[config.mk]
export PLATFORM = sky130hd
export DESIGN_NAME = three_osc_synth_with_ar_envelope_top
export DESIGN_NICKNAME = d
export VERILOG_FILES = /design/src/rtl/tosc_pkg.sv /design/src/rtl/tosc_front.sv /design/src/rtl/tosc_fifo.sv /design/src/rtl/tosc_back.sv /design/src/rtl/three_osc_synth_with_ar_envelope_top.sv
export VERILOG_INCLUDE_DIRS = /design/src /design/src/rtl
export SDC_FILE = /design/constraint.sdc
export NUM_CORES = 2
export LEC_CHECK = 0
export BUFFER_PORTS_ARGS = -buffer_cell sky130_fd_sc_hd__clkbuf_2
export CAP_MARGIN = 20
export CELL_PAD_IN_SITES_DETAIL_PLACEMENT = 1
export CELL_PAD_IN_SITES_GLOBAL_PLACEMENT = 1
export CORE_MARGIN = 2
export CORE_UTILIZATION = 35
export DETAILED_ROUTE_END_ITERATION = 10
export HOLD_SLACK_MARGIN = 0.12
export MAX_ROUTING_LAYER = met4
export PLACE_DENSITY = 0.67
export REMOVE_ABC_BUFFERS = 1
export SLEW_MARGIN = 15
export SYNTH_ARGS = -nofsm -noshare
export SYNTH_HDL_FRONTEND = slang
export SYNTH_HIERARCHICAL = 1
export SYNTH_SLANG_ARGS = --single-unit
[constraint.sdc]
create_clock -name clk -period 19.5 [get_ports clk]
set_input_delay 0.975 -clock clk [delete_from_list [all_inputs] [get_ports clk]]
set_output_delay 0.975 -clock clk [all_outputs]
set_load 0.05 [all_outputs]
[src/rtl/assert_macros.svh]
// assertion helpers for modules clocked by clk with reset arst_n
`ifndef ASSERT_MACROS_SVH
`define ASSERT_MACROS_SVH

// property must hold at every clock edge outside reset
`define ASSERT_AT(label, prop, msg) \
	label: assert property (@(posedge clk) disable iff (!arst_n) prop) else $error(msg);

// condition must never be seen at a clock edge outside reset
`define ASSERT_NEVER(label, cond, msg) \
	`ASSERT_AT(label, !(cond), msg)

`endif

[src/rtl/tosc_pkg.sv]
package tosc_pkg;

	localparam int PHASE_BITS    = 32;
	localparam int SINE_DEPTH    = 256;
	localparam int SINE_IDX_BITS = $clog2(SINE_DEPTH);
	localparam int SINE_VAL_BITS = 15;
	localparam int SAMPLE_BITS   = 16;
	localparam int LEVEL_BITS    = 17;
	localparam int STEP_BITS     = 17;

	localparam int CFG_INDEX_BITS = 3;
	localparam int CFG_DATA_BITS  = 32;

	localparam logic [CFG_INDEX_BITS-1:0] REG_SINE_STEP    = 3'd0;
	localparam logic [CFG_INDEX_BITS-1:0] REG_SAW_STEP     = 3'd1;
	localparam logic [CFG_INDEX_BITS-1:0] REG_PULSE_STEP   = 3'd2;
	localparam logic [CFG_INDEX_BITS-1:0] REG_PULSE_WIDTH  = 3'd3;
	localparam logic [CFG_INDEX_BITS-1:0] REG_ATTACK_STEP  = 3'd4;
	localparam logic [CFG_INDEX_BITS-1:0] REG_RELEASE_STEP = 3'd5;

	localparam logic [PHASE_BITS-1:0] RST_SINE_STEP   = 32'd21424120;
	localparam logic [PHASE_BITS-1:0] RST_SAW_STEP    = 32'd64336724;
	localparam logic [PHASE_BITS-1:0] RST_PULSE_STEP  = 32'd26753326;
	localparam logic [PHASE_BITS-1:0] RST_PULSE_WIDTH = 32'd1073741824;
	localparam logic [STEP_BITS-1:0]  RST_ATTACK_STEP  = 17'd149;
	localparam logic [STEP_BITS-1:0]  RST_RELEASE_STEP = 17'd2;

	localparam logic [LEVEL_BITS-1:0] ENV_FULL = 17'd65536;

	// shared multiplier: signed 32 x signed 18
	localparam int MUL_A_BITS = 32;
	localparam int MUL_B_BITS = 18;
	localparam int MUL_P_BITS = MUL_A_BITS + MUL_B_BITS;

	localparam logic signed [MUL_B_BITS-1:0] GAIN_SINE  = 18'sd13107;
	localparam logic signed [MUL_B_BITS-1:0] GAIN_SAW   = 18'sd3277;
	localparam logic signed [MUL_A_BITS-1:0] PULSE_TERM = 32'sd85884928;
	localparam logic signed [MUL_B_BITS-1:0] SAMPLE_MAX = 18'sd32767;
	localparam int LEVEL_SHIFT = 16;
	localparam int OUT_SHIFT   = 31;

	typedef enum logic [1:0] {
		ST_ATTACK  = 2'd0,
		ST_RELEASE = 2'd1,
		ST_DONE    = 2'd2
	} env_stage_t;

	typedef enum logic [2:0] {
		B_IDLE,
		B_MSINE,
		B_MSAW,
		B_MIX,
		B_MLVL,
		B_MAG,
		B_MMAX,
		B_OUT
	} back_state_t;

	// one sample's worth of voice values, handed from front to back
	typedef struct packed {
		logic signed [SAMPLE_BITS-1:0] sine;
		logic signed [SAMPLE_BITS-1:0] saw;
		logic                          pulse;
		logic [LEVEL_BITS-1:0]         level;
		logic                          done;
	} job_t;

	typedef logic [SINE_VAL_BITS-1:0] sine_rom_t [SINE_DEPTH];

	// quarter-wave table from a truncated taylor series in q30
	function automatic sine_rom_t build_sine_rom();
		sine_rom_t rom;
		logic [63:0] x;
		logic [63:0] x2;
		logic [63:0] a;
		logic [63:0] s;
		logic [63:0] e;
		int q;
		for (q = 0; q < SINE_DEPTH; q++) begin
			x  = (64'd1686629713 * 64'(2 * q + 1)) / 64'(2 * SINE_DEPTH);
			x2 = (x * x) >> 30;
			a  = 64'd1073741824 - x2 / 64'd72;
			a  = 64'd1073741824 - ((x2 * a) >> 30) / 64'd42;
			a  = 64'd1073741824 - ((x2 * a) >> 30) / 64'd20;
			a  = 64'd1073741824 - ((x2 * a) >> 30) / 64'd6;
			s  = (x * a) >> 30;
			e  = (s * 64'd32767 + 64'd536870912) >> 30;
			if (e > 64'd32767) begin
				e = 64'd32767;
			end
			rom[q] = e[SINE_VAL_BITS-1:0];
		end
		return rom;
	endfunction

	localparam sine_rom_t SINE_ROM = build_sine_rom();

endpackage

[src/rtl/tosc_front.sv]
`include "assert_macros.svh"

module tosc_front (
	input  logic                                 clk,
	input  logic                                 arst_n,
	input  logic                                 cfg_wen,
	input  logic [tosc_pkg::CFG_INDEX_BITS-1:0]  cfg_index,
	input  logic [tosc_pkg::CFG_DATA_BITS-1:0]   cfg_data,
	input  logic                                 accept,
	input  logic                                 restart,
	output tosc_pkg::job_t                       job
);

	logic [tosc_pkg::PHASE_BITS-1:0] sine_step_q;
	logic [tosc_pkg::PHASE_BITS-1:0] saw_step_q;
	logic [tosc_pkg::PHASE_BITS-1:0] pulse_step_q;
	logic [tosc_pkg::PHASE_BITS-1:0] pulse_width_q;
	logic [tosc_pkg::STEP_BITS-1:0]  attack_step_q;
	logic [tosc_pkg::STEP_BITS-1:0]  release_step_q;

	logic [tosc_pkg::PHASE_BITS-1:0] sine_ph_q;
	logic [tosc_pkg::PHASE_BITS-1:0] saw_ph_q;
	logic [tosc_pkg::PHASE_BITS-1:0] pulse_ph_q;
	logic [tosc_pkg::LEVEL_BITS-1:0] level_q;
	tosc_pkg::env_stage_t            stage_q;

	logic [tosc_pkg::PHASE_BITS-1:0] sine_ph;
	logic [tosc_pkg::PHASE_BITS-1:0] saw_ph;
	logic [tosc_pkg::PHASE_BITS-1:0] pulse_ph;
	logic [tosc_pkg::LEVEL_BITS-1:0] level;
	tosc_pkg::env_stage_t            stage;
	logic                            done;

	logic [tosc_pkg::LEVEL_BITS-1:0] att;
	logic [tosc_pkg::LEVEL_BITS-1:0] rel;
	logic [tosc_pkg::LEVEL_BITS:0]   rise;
	logic [tosc_pkg::LEVEL_BITS-1:0] level_d;
	tosc_pkg::env_stage_t            stage_d;

	logic [1:0]                         quad;
	logic [tosc_pkg::SINE_IDX_BITS-1:0] sidx;
	logic [tosc_pkg::SINE_VAL_BITS-1:0] sval;
	logic signed [tosc_pkg::SAMPLE_BITS-1:0] sine_pos;

	always_ff @(posedge clk or negedge arst_n) begin
		if (!arst_n) begin
			sine_step_q    <= tosc_pkg::RST_SINE_STEP;
			saw_step_q     <= tosc_pkg::RST_SAW_STEP;
			pulse_step_q   <= tosc_pkg::RST_PULSE_STEP;
			pulse_width_q  <= tosc_pkg::RST_PULSE_WIDTH;
			attack_step_q  <= tosc_pkg::RST_ATTACK_STEP;
			release_step_q <= tosc_pkg::RST_RELEASE_STEP;
		end else if (cfg_wen) begin
			case (cfg_index)
				tosc_pkg::REG_SINE_STEP:    sine_step_q    <= cfg_data;
				tosc_pkg::REG_SAW_STEP:     saw_step_q     <= cfg_data;
				tosc_pkg::REG_PULSE_STEP:   pulse_step_q   <= cfg_data;
				tosc_pkg::REG_PULSE_WIDTH:  pulse_width_q  <= cfg_data;
				tosc_pkg::REG_ATTACK_STEP:  attack_step_q  <= cfg_data[tosc_pkg::STEP_BITS-1:0];
				tosc_pkg::REG_RELEASE_STEP: release_step_q <= cfg_data[tosc_pkg::STEP_BITS-1:0];
				default: ;
			endcase
		end
	end

	// restart clears the voice before this sample is made
	always_comb begin
		sine_ph  = restart ? '0 : sine_ph_q;
		saw_ph   = restart ? '0 : saw_ph_q;
		pulse_ph = restart ? '0 : pulse_ph_q;
		level    = restart ? '0 : level_q;
		stage    = restart ? tosc_pkg::ST_ATTACK : stage_q;
		done     = !(stage == tosc_pkg::ST_ATTACK || stage == tosc_pkg::ST_RELEASE);
	end

	always_comb begin
		att  = (attack_step_q > tosc_pkg::ENV_FULL) ? tosc_pkg::ENV_FULL : attack_step_q;
		rel  = (release_step_q > tosc_pkg::ENV_FULL) ? tosc_pkg::ENV_FULL : release_step_q;
		rise = {1'b0, level} + {1'b0, att};
		case (stage)
			tosc_pkg::ST_ATTACK: begin
				if (rise >= {1'b0, tosc_pkg::ENV_FULL}) begin
					level_d = tosc_pkg::ENV_FULL;
					stage_d = tosc_pkg::ST_RELEASE;
				end else begin
					level_d = rise[tosc_pkg::LEVEL_BITS-1:0];
					stage_d = tosc_pkg::ST_ATTACK;
				end
			end
			tosc_pkg::ST_RELEASE: begin
				// zero release step means silence right after the peak
				if (rel == '0 || level <= rel) begin
					level_d = '0;
				end else begin
					level_d = level - rel;
				end
				stage_d = (level_d == '0) ? tosc_pkg::ST_DONE : tosc_pkg::ST_RELEASE;
			end
			default: begin
				level_d = '0;
				stage_d = tosc_pkg::ST_DONE;
			end
		endcase
	end

	always_ff @(posedge clk or negedge arst_n) begin
		if (!arst_n) begin
			sine_ph_q  <= '0;
			saw_ph_q   <= '0;
			pulse_ph_q <= '0;
			level_q    <= '0;
			stage_q    <= tosc_pkg::ST_ATTACK;
		end else if (accept) begin
			sine_ph_q  <= sine_ph + sine_step_q;
			saw_ph_q   <= saw_ph + saw_step_q;
			pulse_ph_q <= pulse_ph + pulse_step_q;
			level_q    <= level_d;
			stage_q    <= stage_d;
		end
	end

	// quadrant mirror and sign around the quarter-wave table
	always_comb begin
		quad = sine_ph[tosc_pkg::PHASE_BITS-1 -: 2];
		sidx = sine_ph[tosc_pkg::PHASE_BITS-3 -: tosc_pkg::SINE_IDX_BITS];
		if (quad[0]) begin
			sidx = ~sidx;
		end
		sval     = tosc_pkg::SINE_ROM[sidx];
		sine_pos = $signed({1'b0, sval});
		job.sine = quad[1] ? -sine_pos : sine_pos;
		job.saw  = $signed({~saw_ph[tosc_pkg::PHASE_BITS-1],
			saw_ph[tosc_pkg::PHASE_BITS-2 -: tosc_pkg::SAMPLE_BITS-1]});
		job.pulse = pulse_ph > pulse_width_q;
		job.level = done ? '0 : level;
		job.done  = done;
	end

	`ASSERT_AT(a_level_range, level_q <= tosc_pkg::ENV_FULL, "envelope level above full scale")
	`ASSERT_NEVER(a_release_zero, stage_q == tosc_pkg::ST_RELEASE && level_q == '0,
		"release stage holding a zero level")
	`ASSERT_NEVER(a_done_level, stage_q == tosc_pkg::ST_DONE && level_q != '0,
		"done stage with a nonzero level")

endmodule

[src/rtl/tosc_fifo.sv]
module tosc_fifo (
	input  logic           clk,
	input  logic           arst_n,
	input  logic           wr,
	input  tosc_pkg::job_t wr_job,
	output logic           full,
	input  logic           rd,
	output tosc_pkg::job_t rd_job,
	output logic           empty
);

	tosc_pkg::job_t mem_q [2];
	logic           wr_ptr_q;
	logic           rd_ptr_q;
	logic [1:0]     count_q;

	assign full   = count_q == 2'd2;
	assign empty  = count_q == 2'd0;
	assign rd_job = mem_q[rd_ptr_q];

	always_ff @(posedge clk) begin
		if (wr) begin
			mem_q[wr_ptr_q] <= wr_job;
		end
	end

	always_ff @(posedge clk or negedge arst_n) begin
		if (!arst_n) begin
			wr_ptr_q <= 1'b0;
			rd_ptr_q <= 1'b0;
			count_q  <= 2'd0;
		end else begin
			if (wr) begin
				wr_ptr_q <= ~wr_ptr_q;
			end
			if (rd) begin
				rd_ptr_q <= ~rd_ptr_q;
			end
			case ({wr, rd})
				2'b10:   count_q <= count_q + 2'd1;
				2'b01:   count_q <= count_q - 2'd1;
				default: count_q <= count_q;
			endcase
		end
	end

endmodule

[src/rtl/tosc_back.sv]
`include "assert_macros.svh"

module tosc_back (
	input  logic                                    clk,
	input  logic                                    arst_n,
	input  tosc_pkg::job_t                          job,
	input  logic                                    job_empty,
	output logic                                    job_pop,
	output logic signed [tosc_pkg::SAMPLE_BITS-1:0] sample,
	output logic                                    envelope_done,
	output logic                                    empty,
	input  logic                                    pop
);

	tosc_pkg::back_state_t state_q;
	tosc_pkg::back_state_t state_d;

	tosc_pkg::job_t                          job_q;
	logic signed [tosc_pkg::MUL_A_BITS-1:0]  acc_q;
	logic signed [tosc_pkg::MUL_P_BITS-1:0]  p_q;
	logic [tosc_pkg::MUL_A_BITS-1:0]         mag_q;
	logic                                    neg_q;
	logic signed [tosc_pkg::SAMPLE_BITS-1:0] sample_q;
	logic                                    done_q;
	logic                                    out_valid_q;

	logic signed [tosc_pkg::MUL_A_BITS-1:0] mul_a;
	logic signed [tosc_pkg::MUL_B_BITS-1:0] mul_b;
	logic signed [tosc_pkg::MUL_P_BITS-1:0] prod;
	logic [tosc_pkg::MUL_P_BITS-1:0]        abs_p;
	logic [tosc_pkg::MUL_B_BITS-1:0]        mag_out;
	logic [tosc_pkg::MUL_B_BITS-1:0]        sat;
	logic [tosc_pkg::MUL_B_BITS-1:0]        res;
	logic                                   out_wr;

	always_ff @(posedge clk or negedge arst_n) begin
		if (!arst_n) begin
			state_q <= tosc_pkg::B_IDLE;
		end else begin
			state_q <= state_d;
		end
	end

	always_comb begin
		state_d = state_q;
		job_pop = 1'b0;
		out_wr  = 1'b0;
		case (state_q)
			tosc_pkg::B_IDLE: begin
				if (!job_empty) begin
					job_pop = 1'b1;
					state_d = tosc_pkg::B_MSINE;
				end
			end
			tosc_pkg::B_MSINE: state_d = tosc_pkg::B_MSAW;
			tosc_pkg::B_MSAW:  state_d = tosc_pkg::B_MIX;
			tosc_pkg::B_MIX:   state_d = tosc_pkg::B_MLVL;
			tosc_pkg::B_MLVL:  state_d = tosc_pkg::B_MAG;
			tosc_pkg::B_MAG:   state_d = tosc_pkg::B_MMAX;
			tosc_pkg::B_MMAX:  state_d = tosc_pkg::B_OUT;
			tosc_pkg::B_OUT: begin
				// hold here while the output register is still owed to the receiver
				if (!out_valid_q || pop) begin
					out_wr  = 1'b1;
					state_d = tosc_pkg::B_IDLE;
				end
			end
			default: state_d = tosc_pkg::B_IDLE;
		endcase
	end

	// operand select for the one shared multiplier
	always_comb begin
		case (state_q)
			tosc_pkg::B_MSINE: begin
				mul_a = tosc_pkg::MUL_A_BITS'(job_q.sine);
				mul_b = tosc_pkg::GAIN_SINE;
			end
			tosc_pkg::B_MSAW: begin
				mul_a = tosc_pkg::MUL_A_BITS'(job_q.saw);
				mul_b = tosc_pkg::GAIN_SAW;
			end
			tosc_pkg::B_MLVL: begin
				mul_a = acc_q;
				mul_b = $signed({1'b0, job_q.level});
			end
			default: begin
				mul_a = $signed(mag_q);
				mul_b = tosc_pkg::SAMPLE_MAX;
			end
		endcase
		prod = mul_a * mul_b;
	end

	always_comb begin
		abs_p   = p_q[tosc_pkg::MUL_P_BITS-1] ? 50'(-p_q) : 50'(p_q);
		mag_out = p_q[tosc_pkg::OUT_SHIFT +: tosc_pkg::MUL_B_BITS];
		if (neg_q) begin
			sat = (mag_out > 18'd32768) ? 18'd32768 : mag_out;
			res = -sat;
		end else begin
			sat = (mag_out > 18'd32767) ? 18'd32767 : mag_out;
			res = sat;
		end
	end

	always_ff @(posedge clk) begin
		case (state_q)
			tosc_pkg::B_IDLE: begin
				if (job_pop) begin
					job_q <= job;
				end
			end
			tosc_pkg::B_MSINE: p_q <= prod;
			tosc_pkg::B_MSAW: begin
				acc_q <= p_q[tosc_pkg::MUL_A_BITS-1:0]
					+ (job_q.pulse ? tosc_pkg::PULSE_TERM : '0);
				p_q   <= prod;
			end
			tosc_pkg::B_MIX:  acc_q <= acc_q + p_q[tosc_pkg::MUL_A_BITS-1:0];
			tosc_pkg::B_MLVL: p_q <= prod;
			tosc_pkg::B_MAG: begin
				// product stays below 2^46, so the shifted magnitude fits 30 bits
				neg_q <= p_q[tosc_pkg::MUL_P_BITS-1];
				mag_q <= {2'b00, abs_p[tosc_pkg::LEVEL_SHIFT +: tosc_pkg::MUL_A_BITS-2]};
			end
			tosc_pkg::B_MMAX: p_q <= prod;
			default: ;
		endcase
		if (out_wr) begin
			sample_q <= $signed(res[tosc_pkg::SAMPLE_BITS-1:0]);
			done_q   <= job_q.done;
		end
	end

	always_ff @(posedge clk or negedge arst_n) begin
		if (!arst_n) begin
			out_valid_q <= 1'b0;
		end else if (out_wr) begin
			out_valid_q <= 1'b1;
		end else if (pop) begin
			out_valid_q <= 1'b0;
		end
	end

	assign sample        = sample_q;
	assign envelope_done = done_q;
	assign empty         = !out_valid_q;

	`ASSERT_AT(a_final_nonneg, state_q == tosc_pkg::B_OUT |-> !p_q[tosc_pkg::MUL_P_BITS-1],
		"scaled magnitude negative at output step")
	`ASSERT_AT(a_done_silent, state_q == tosc_pkg::B_OUT && job_q.done |-> p_q == '0,
		"done sample produced nonzero magnitude")
	`ASSERT_NEVER(a_pop_when_empty, job_pop && job_empty, "request taken from an empty queue")

endmodule

[src/rtl/three_osc_synth_with_ar_envelope_top.sv]
// three-voice tone generator with attack-release envelope
//
// input queue side: each request pushed (push high, full low) is one sample
// tick; restart high clears the three phases and the envelope first.
// result queue side: while empty is low, sample and envelope_done show the
// oldest result; pop high takes it. results come out in request order.
// config: cfg_wen writes cfg_data to register cfg_index at the clock edge;
// write only while the block is idle.
// the front updates phases and envelope in the cycle a request is accepted
// and parks the voice values in a two-entry queue. the back runs them
// through one shared 32x18 multiplier in an eight-state sequence, one
// request at a time, while the front keeps taking requests until the
// queue is full. when pop stays low the output register holds the
// result, the back waits, the queue fills and full rises.
// reset (arst_n low) restores register defaults, zero phases and level,
// attack stage, and empties both queues.
module three_osc_synth_with_ar_envelope_top (
	input  logic                                    clk,
	input  logic                                    arst_n,
	input  logic                                    push,
	output logic                                    full,
	input  logic                                    restart,
	output logic                                    empty,
	input  logic                                    pop,
	output logic signed [tosc_pkg::SAMPLE_BITS-1:0] sample,
	output logic                                    envelope_done,
	input  logic                                    cfg_wen,
	input  logic [tosc_pkg::CFG_INDEX_BITS-1:0]     cfg_index,
	input  logic [tosc_pkg::CFG_DATA_BITS-1:0]      cfg_data
);

	tosc_pkg::job_t front_job;
	tosc_pkg::job_t back_job;
	logic           accept;
	logic           job_empty;
	logic           job_pop;

	assign accept = push && !full;

	tosc_front u_front (
		.clk       (clk),
		.arst_n    (arst_n),
		.cfg_wen   (cfg_wen),
		.cfg_index (cfg_index),
		.cfg_data  (cfg_data),
		.accept    (accept),
		.restart   (restart),
		.job       (front_job)
	);

	tosc_fifo u_fifo (
		.clk    (clk),
		.arst_n (arst_n),
		.wr     (accept),
		.wr_job (front_job),
		.full   (full),
		.rd     (job_pop),
		.rd_job (back_job),
		.empty  (job_empty)
	);

	tosc_back u_back (
		.clk           (clk),
		.arst_n        (arst_n),
		.job           (back_job),
		.job_empty     (job_empty),
		.job_pop       (job_pop),
		.sample        (sample),
		.envelope_done (envelope_done),
		.empty         (empty),
		.pop           (pop)
	);

endmodule
Word-level counts from Yosys, hierarchy flattened. Memories as Yosys holds them, arrays and structs flattened. A register that Yosys moved wholly into a read port is not among the register bits. Cells that the tools add are included.

RAM bits: 102. Output and inout port bits: 19. Register bits: 415. Bits in read-only memories: 3840. Memories: 2. Input port bits: 41.

Multipliers: 1. Reductions and logical operators: 25. Add/subtract/negate cells: 12. Bitwise gates (word level): 5. $lt $le $gt $ge: 8. Equal/unequal tests: 18. Muxes and demuxes: 39.

Memory list: (no name shown) (depth 256, bits a word 15, rd ports 1, clocked after memory_dff 0, write ports 0, RTL line tosc_front.sv:129) `sval = tosc_pkg::SINE_ROM[sidx];`; u_fifo.mem_q (depth 2, bits a word 51, rd ports 1, clocked after memory_dff 1, write ports 1, RTL line tosc_fifo.sv:12) `tosc_pkg::job_t mem_q [2];`.

Operator list (number): 32-bit adder (5); 17-bit 2-to-1 mux (7); 32-bit 2-to-1 mux (3); 32-bit case mux with 3 select lines (1); 16-bit 2-to-1 mux (4); 32-bit case mux with 2 select lines (1); 17-bit case mux with 3 select lines (1); 32-bit by 18-bit multiplier with 50-bit output (1); 46-bit 2-to-1 mux (1); 46-bit negation (1); 17-bit greater-than comparator (second input constant) (2); 17-bit zero test (2); 17-bit case mux with 2 select lines (1); 32-bit greater-than comparator (1); 15-bit 2-to-1 mux (2); 27-bit 2-to-1 mux (1); 3-bit case mux with 8 select lines (1); 17-bit by 17-bit adder with 18-bit output (1); 3-bit equality test (second input constant) (6); 18-bit by 17-bit >= comparator with 1-bit output (second input constant) (1); 18-bit by 15-bit greater-than comparator with 1-bit output (second input constant) (1); 18-bit by 16-bit greater-than comparator with 1-bit output (second input constant) (1); 17-bit <= comparator (1); 17-bit subtractor (1); 27 further kinds (61).

Logic depth before layout (Yosys ltp).
Depth in word-level cells: 9. Gate-level depth with buffers: 34.

Hierarchy. The synthesis kept the hierarchy.

By module, submodules not included: tosc_back (instances 1, area each 28066.9 µm², sequential area each 5535.3 µm², cells each 3026); tosc_front (instances 1, area each 24730.0 µm², sequential area each 6991.7 µm², cells each 2832); tosc_fifo (instances 1, area each 4116.4 µm², sequential area each 3163.0 µm², cells each 175); three_osc_synth_with_ar_envelope_top (instances 1, area each 13.8 µm², sequential area each 0.0 µm², cells each 1).

Least setup slack after synthesis. Ideal clock, no wire load.

Kind: register to register. Start point: register u_back.state_q[0]. End point: register u_back/p_q[48] in the netlist's numbering, data pin. Slack: 11411 ps. Arrival time: 7821 ps. Required time: 19231 ps. Library setup time: 269 ps. Stages on the path, launching flop included: 33. Clock period less this slack: 8089 ps. Buffers on the path: 6. Path through: dfrtp_1 -> inv_1 -> ha_1 -> and2_0 -> clkbuf_1 -> or3_1 -> clkbuf_1 -> nand2b_1 -> clkbuf_1 -> a21o_1 -> clkbuf_1 -> clkbuf_1 -> nand2_1 -> fa_1 -> inv_1 -> fa_1 -> fa_1 -> fa_1 -> fa_1 -> inv_1 -> fa_1 -> inv_1 -> ha_1 -> clkbuf_1 -> nand2_1 -> o21ai_0 -> nor2_1 -> a221oi_1 -> a21oi_1 -> o21ai_0 -> a21oi_1 -> o31ai_1 -> xor2_1.

Longest elaborated chain between the ends: 3. Elaborated cells between the ends (all ways): 6.

Ends and longest elaborated chain: start, declared (RTL line tosc_back.sv:15) `tosc_pkg::back_state_t state_q;`; start signal, assigned (RTL line tosc_back.sv:38) `state_q <= tosc_pkg::B_IDLE;`; start signal, assigned (RTL line tosc_back.sv:40) `state_q <= state_d;`; 3-bit equality test (tied with other cells) (RTL line tosc_back.sv:74) `case (state_q)`; 32-bit case mux with 3 select lines or 17-bit case mux with 3 select lines (tied branches) (RTL line tosc_back.sv:74); 32-bit by 18-bit multiplier with 50-bit output (*) (RTL line tosc_back.sv:92) `prod = mul_a * mul_b;`; via u_back.prod, one bit (RTL line tosc_back.sv:29) `logic signed [tosc_pkg::MUL_P_BITS-1:0] prod;`; end signal, assigned (RTL line tosc_back.sv:114) `tosc_pkg::B_MSINE: p_q <= prod;`; end signal, assigned (RTL line tosc_back.sv:118) `p_q <= prod;`; end signal, assigned (RTL line tosc_back.sv:121) `tosc_pkg::B_MLVL: p_q <= prod;`; end, declared (RTL line tosc_back.sv:20) `logic signed [tosc_pkg::MUL_P_BITS-1:0] p_q;`.

Mark *: on every way through the listed nets, which the timed path passes. The rest lies on a longest branch. A chain may end at the register's enable or synchronous reset.

Worst setup path after layout.
Start point: register u_back.state_q[0]. End point: register u_back/p_q[49] in the netlist's numbering, data pin.

The elaborated chain is that of the path after synthesis.

==> results.py <==
metrics = {
    "status": {
        "status": "complete, no violations",
    },
    "cells_and_area": {
        "syn_to_final_growth_pct": 8.86,
        "largest_reg_flops": 102,
        "reg_top3": "u_fifo/mem_q: 102 flops, u_back/job_q: 51 flops, u_back/p_q: 50 flops",
        "drive_above_1_share_pct": 11.9,
        "regMostFlops": "u_fifo/mem_q",
        "nets": 6898,
        "fill_cells": 18707,
    },
    "critical_path": {
        "cp_slowest_cell": "a21oi_4",
        "path_buf_inv": 7,
        "critPathKind": "flop to flop",
        "critPathArrivalTime_ns": 10.67,
        "crit_family": "adder cells",
        "slowest_delay_ns": 0.92,
        "r2r-start": "u_back/state_q[0]",
        "cp-start-kind": "flop",
        "critPathLaunch": "u_back/state_q[0]",
        "cp.required_ns": 19.90,
        "endpoint_kind": "flop",
        "cp_max_fo": 64,
        "cpMostUsedCell": "fa_1",
    },
    "logic_synthesis": {
        "synth_flop_cell": "edfxtp_1",
        "syn_inst": 6034,
        "synth_seq_cells": 568,
        "synth_area_per_cell_um2": 9.43,
        "ys_types": 110,
        "async_reset_ff_share_pct": 50.2,
        "yosysWarningCount": 6,
        "ys_seq_area_share_pct": 27.6,
        "synth_edf_count": 283,
        "syn_area_mm2": 0.0569,
    },
    "sta": {
        "hold_violations": 0,
        "tns_ns": 0,
        "relSlewSlack_pct": 16.8,
        "fin_crit_ns": 10.27,
        "worst_slack_ns": 9.23,
        "rsz0062_at_grt": "false",
        "setup_violations": 0,
        "slew_viol_final": 0,
        "fin_worst_skew_ns": 0.0563,
        "fin_crit_sh_pct": 52.7,
        "max_freq_mhz": 97.3,
        "worst_slew_pin_slew_ns": 1.25,
        "fin_hold_ws_ns": 0.346,
    },
    "clocking": {
        "cts.sinks": 568,
        "htree_levels": 3,
        "root_buffer": "clkbuf_16",
        "clk_path_buf_depth": 3,
        "clk_latency_ns": 0.66,
        "post-cts-setup-buffers": 0,
        "cts_resized": 0,
        "cts_buffers": 67,
        "cts_tree": "done",
        "clk_pin_slew_worst_paths_ns": 0.06,
        "ctsHoldBuffers": 0,
    },
    "route": {
        "dr.pass1.iters": 7,
        "met1_length_um": 86200,
        "route.met3.wl_um": 10900,
        "wl_per_cell_um": 24.0,
        "dr_wl_met2_um": 91300,
        "routed_wl_um": 197000,
        "vias": 45422,
        "top_layer": "met4",
        "drtAntennaViolNets": 0,
        "initialDrtViolationCount": 3188,
        "drc": 0,
        "routed_via_density": 5.53,
    },
    "die": {
        "die_h_um": 407,
        "die_area_mm2": 0.166,
        "fp.dieW_um": 407,
        "fp.coreArea_mm2": 0.162,
        "num_rows": 148,
        "start_util_pct": 35.1,
        "io_pins": 60,
    },
    "global_routing": {
        "grt_usage_pct": 24.4,
        "grt_overflow": 0,
        "grt_pass1_wl_um": 303000,
        "grt_max_degree": 87,
        "antenna_found_initial": 4,
        "first_global_vias": 48839,
    },
    "placed_design": {
        "port_buffers": 59,
        "place.gp.congestion": 0.986,
        "post-dp-hpwl_um": 150000,
        "place_ws_ns": 9.19,
    },
    "job": {
        "maxCapViolCount": 0,
    },
    "worst_hold_path": {
        "hold_path_class": "input pin to asynchronous set/reset pin",
    },
}
-- cells by family (layout without fill, tap and decap cells) --
kind of cell / after synthesis / count (layout) / synth area share, %
xor+xnor: 237 / 237 / 3.69
compound gates: 1267 / 1267 / 14.5
flops: 568 / 568 / 27.6
buf+inv: 1088 / 1086 / 7.51
fa+ha+maj: 879 / 879 / 26.3
simple gates: 1687 / 1687 / 14.0
other cells: 0 / 2 / 0
mux: 308 / 308 / 6.39
-- area by class of cell --
type                            instances  area [um^2]  share of cell area (%)
Clock buffer                           92         1820                    2.94
Antenna cell                            2         5.00                 0.00808
Sequential cell                       568        15700                    25.3
Inverter                              772         2900                    4.68
Tap cell                             2175         2720                    4.39
Clock inverter                         31          405                   0.654
Multi-Input combinational cell       4378        37100                    59.9
Timing Repair Buffer                  191         1300                    2.10
-- layer usage --
layer / global-route usage (%) / up-vias
met5: - / -
li1: - / 20356
met1: 31.9 / 23385
met3: 2.89 / 378
met4: 8.86 / 0
met2: 38.9 / 1303
-- path summary, 6_finish.rpt --
kind / endpoint / slack, ns / depth (start not counted)
worst max register to register: u_back/p_q[49] / 9.23 / 29
worst min register to register: u_front/pulse_ph_q[22] / 0.47 / 2
worst max-delay path: u_back/p_q[49] / 9.23 / 29
worst min-delay path: u_front/pulse_step_q[29] / 0.35 / 1
min in group clk: u_front/pulse_ph_q[22] / 0.47 / 2
max in group asynchronous: u_fifo/rd_ptr_q / 17.65 / 2
-- Yosys cell counts, types with 60 or more instances --
master / n / area (um^2)
inv_1: 769 / 2890
nor2_1: 592 / 2220
fa_1: 530 / 10600
nand2_1: 448 / 1680
ha_1: 349 / 4370
a21oi_1: 327 / 1640
edfxtp_1: 283 / 8500
o21ai_0: 273 / 1370
clkbuf_1: 238 / 893
dfrtp_1: 237 / 5930
mux2_2: 236 / 2660
nor2b_1: 179 / 1120
xnor2_1: 175 / 1530
a21o_1: 100 / 751
nand2b_1: 78 / 488
nand3_1: 72 / 360
xor2_1: 60 / 526
-- stage by stage --
step                instances  area, um^2  util (%)
global route             8207       62000      38.2
floorplan                5718       55500         -
CTS                      8205       61900      38.2
global placement         8081       59700      36.8
finish                   8209       62000      38.2
detailed placement       8082       59700      36.8
-- cells in the final DEF (no fill, tap or decap), types with 130 or more instances in the layout --
cell type / count
buf_4: 130
fa_1: 530
dfrtp_1: 233
nor2b_1: 177
inv_1: 769
ha_1: 348
edfxtp_1: 283
a21oi_1: 318
xnor2_1: 174
mux2_2: 236
nand2_1: 447
o21ai_0: 272
nor2_1: 588
Power is not shown: default switching activity piles up to over one toggle a cycle in this logic, so the estimate is an artifact.
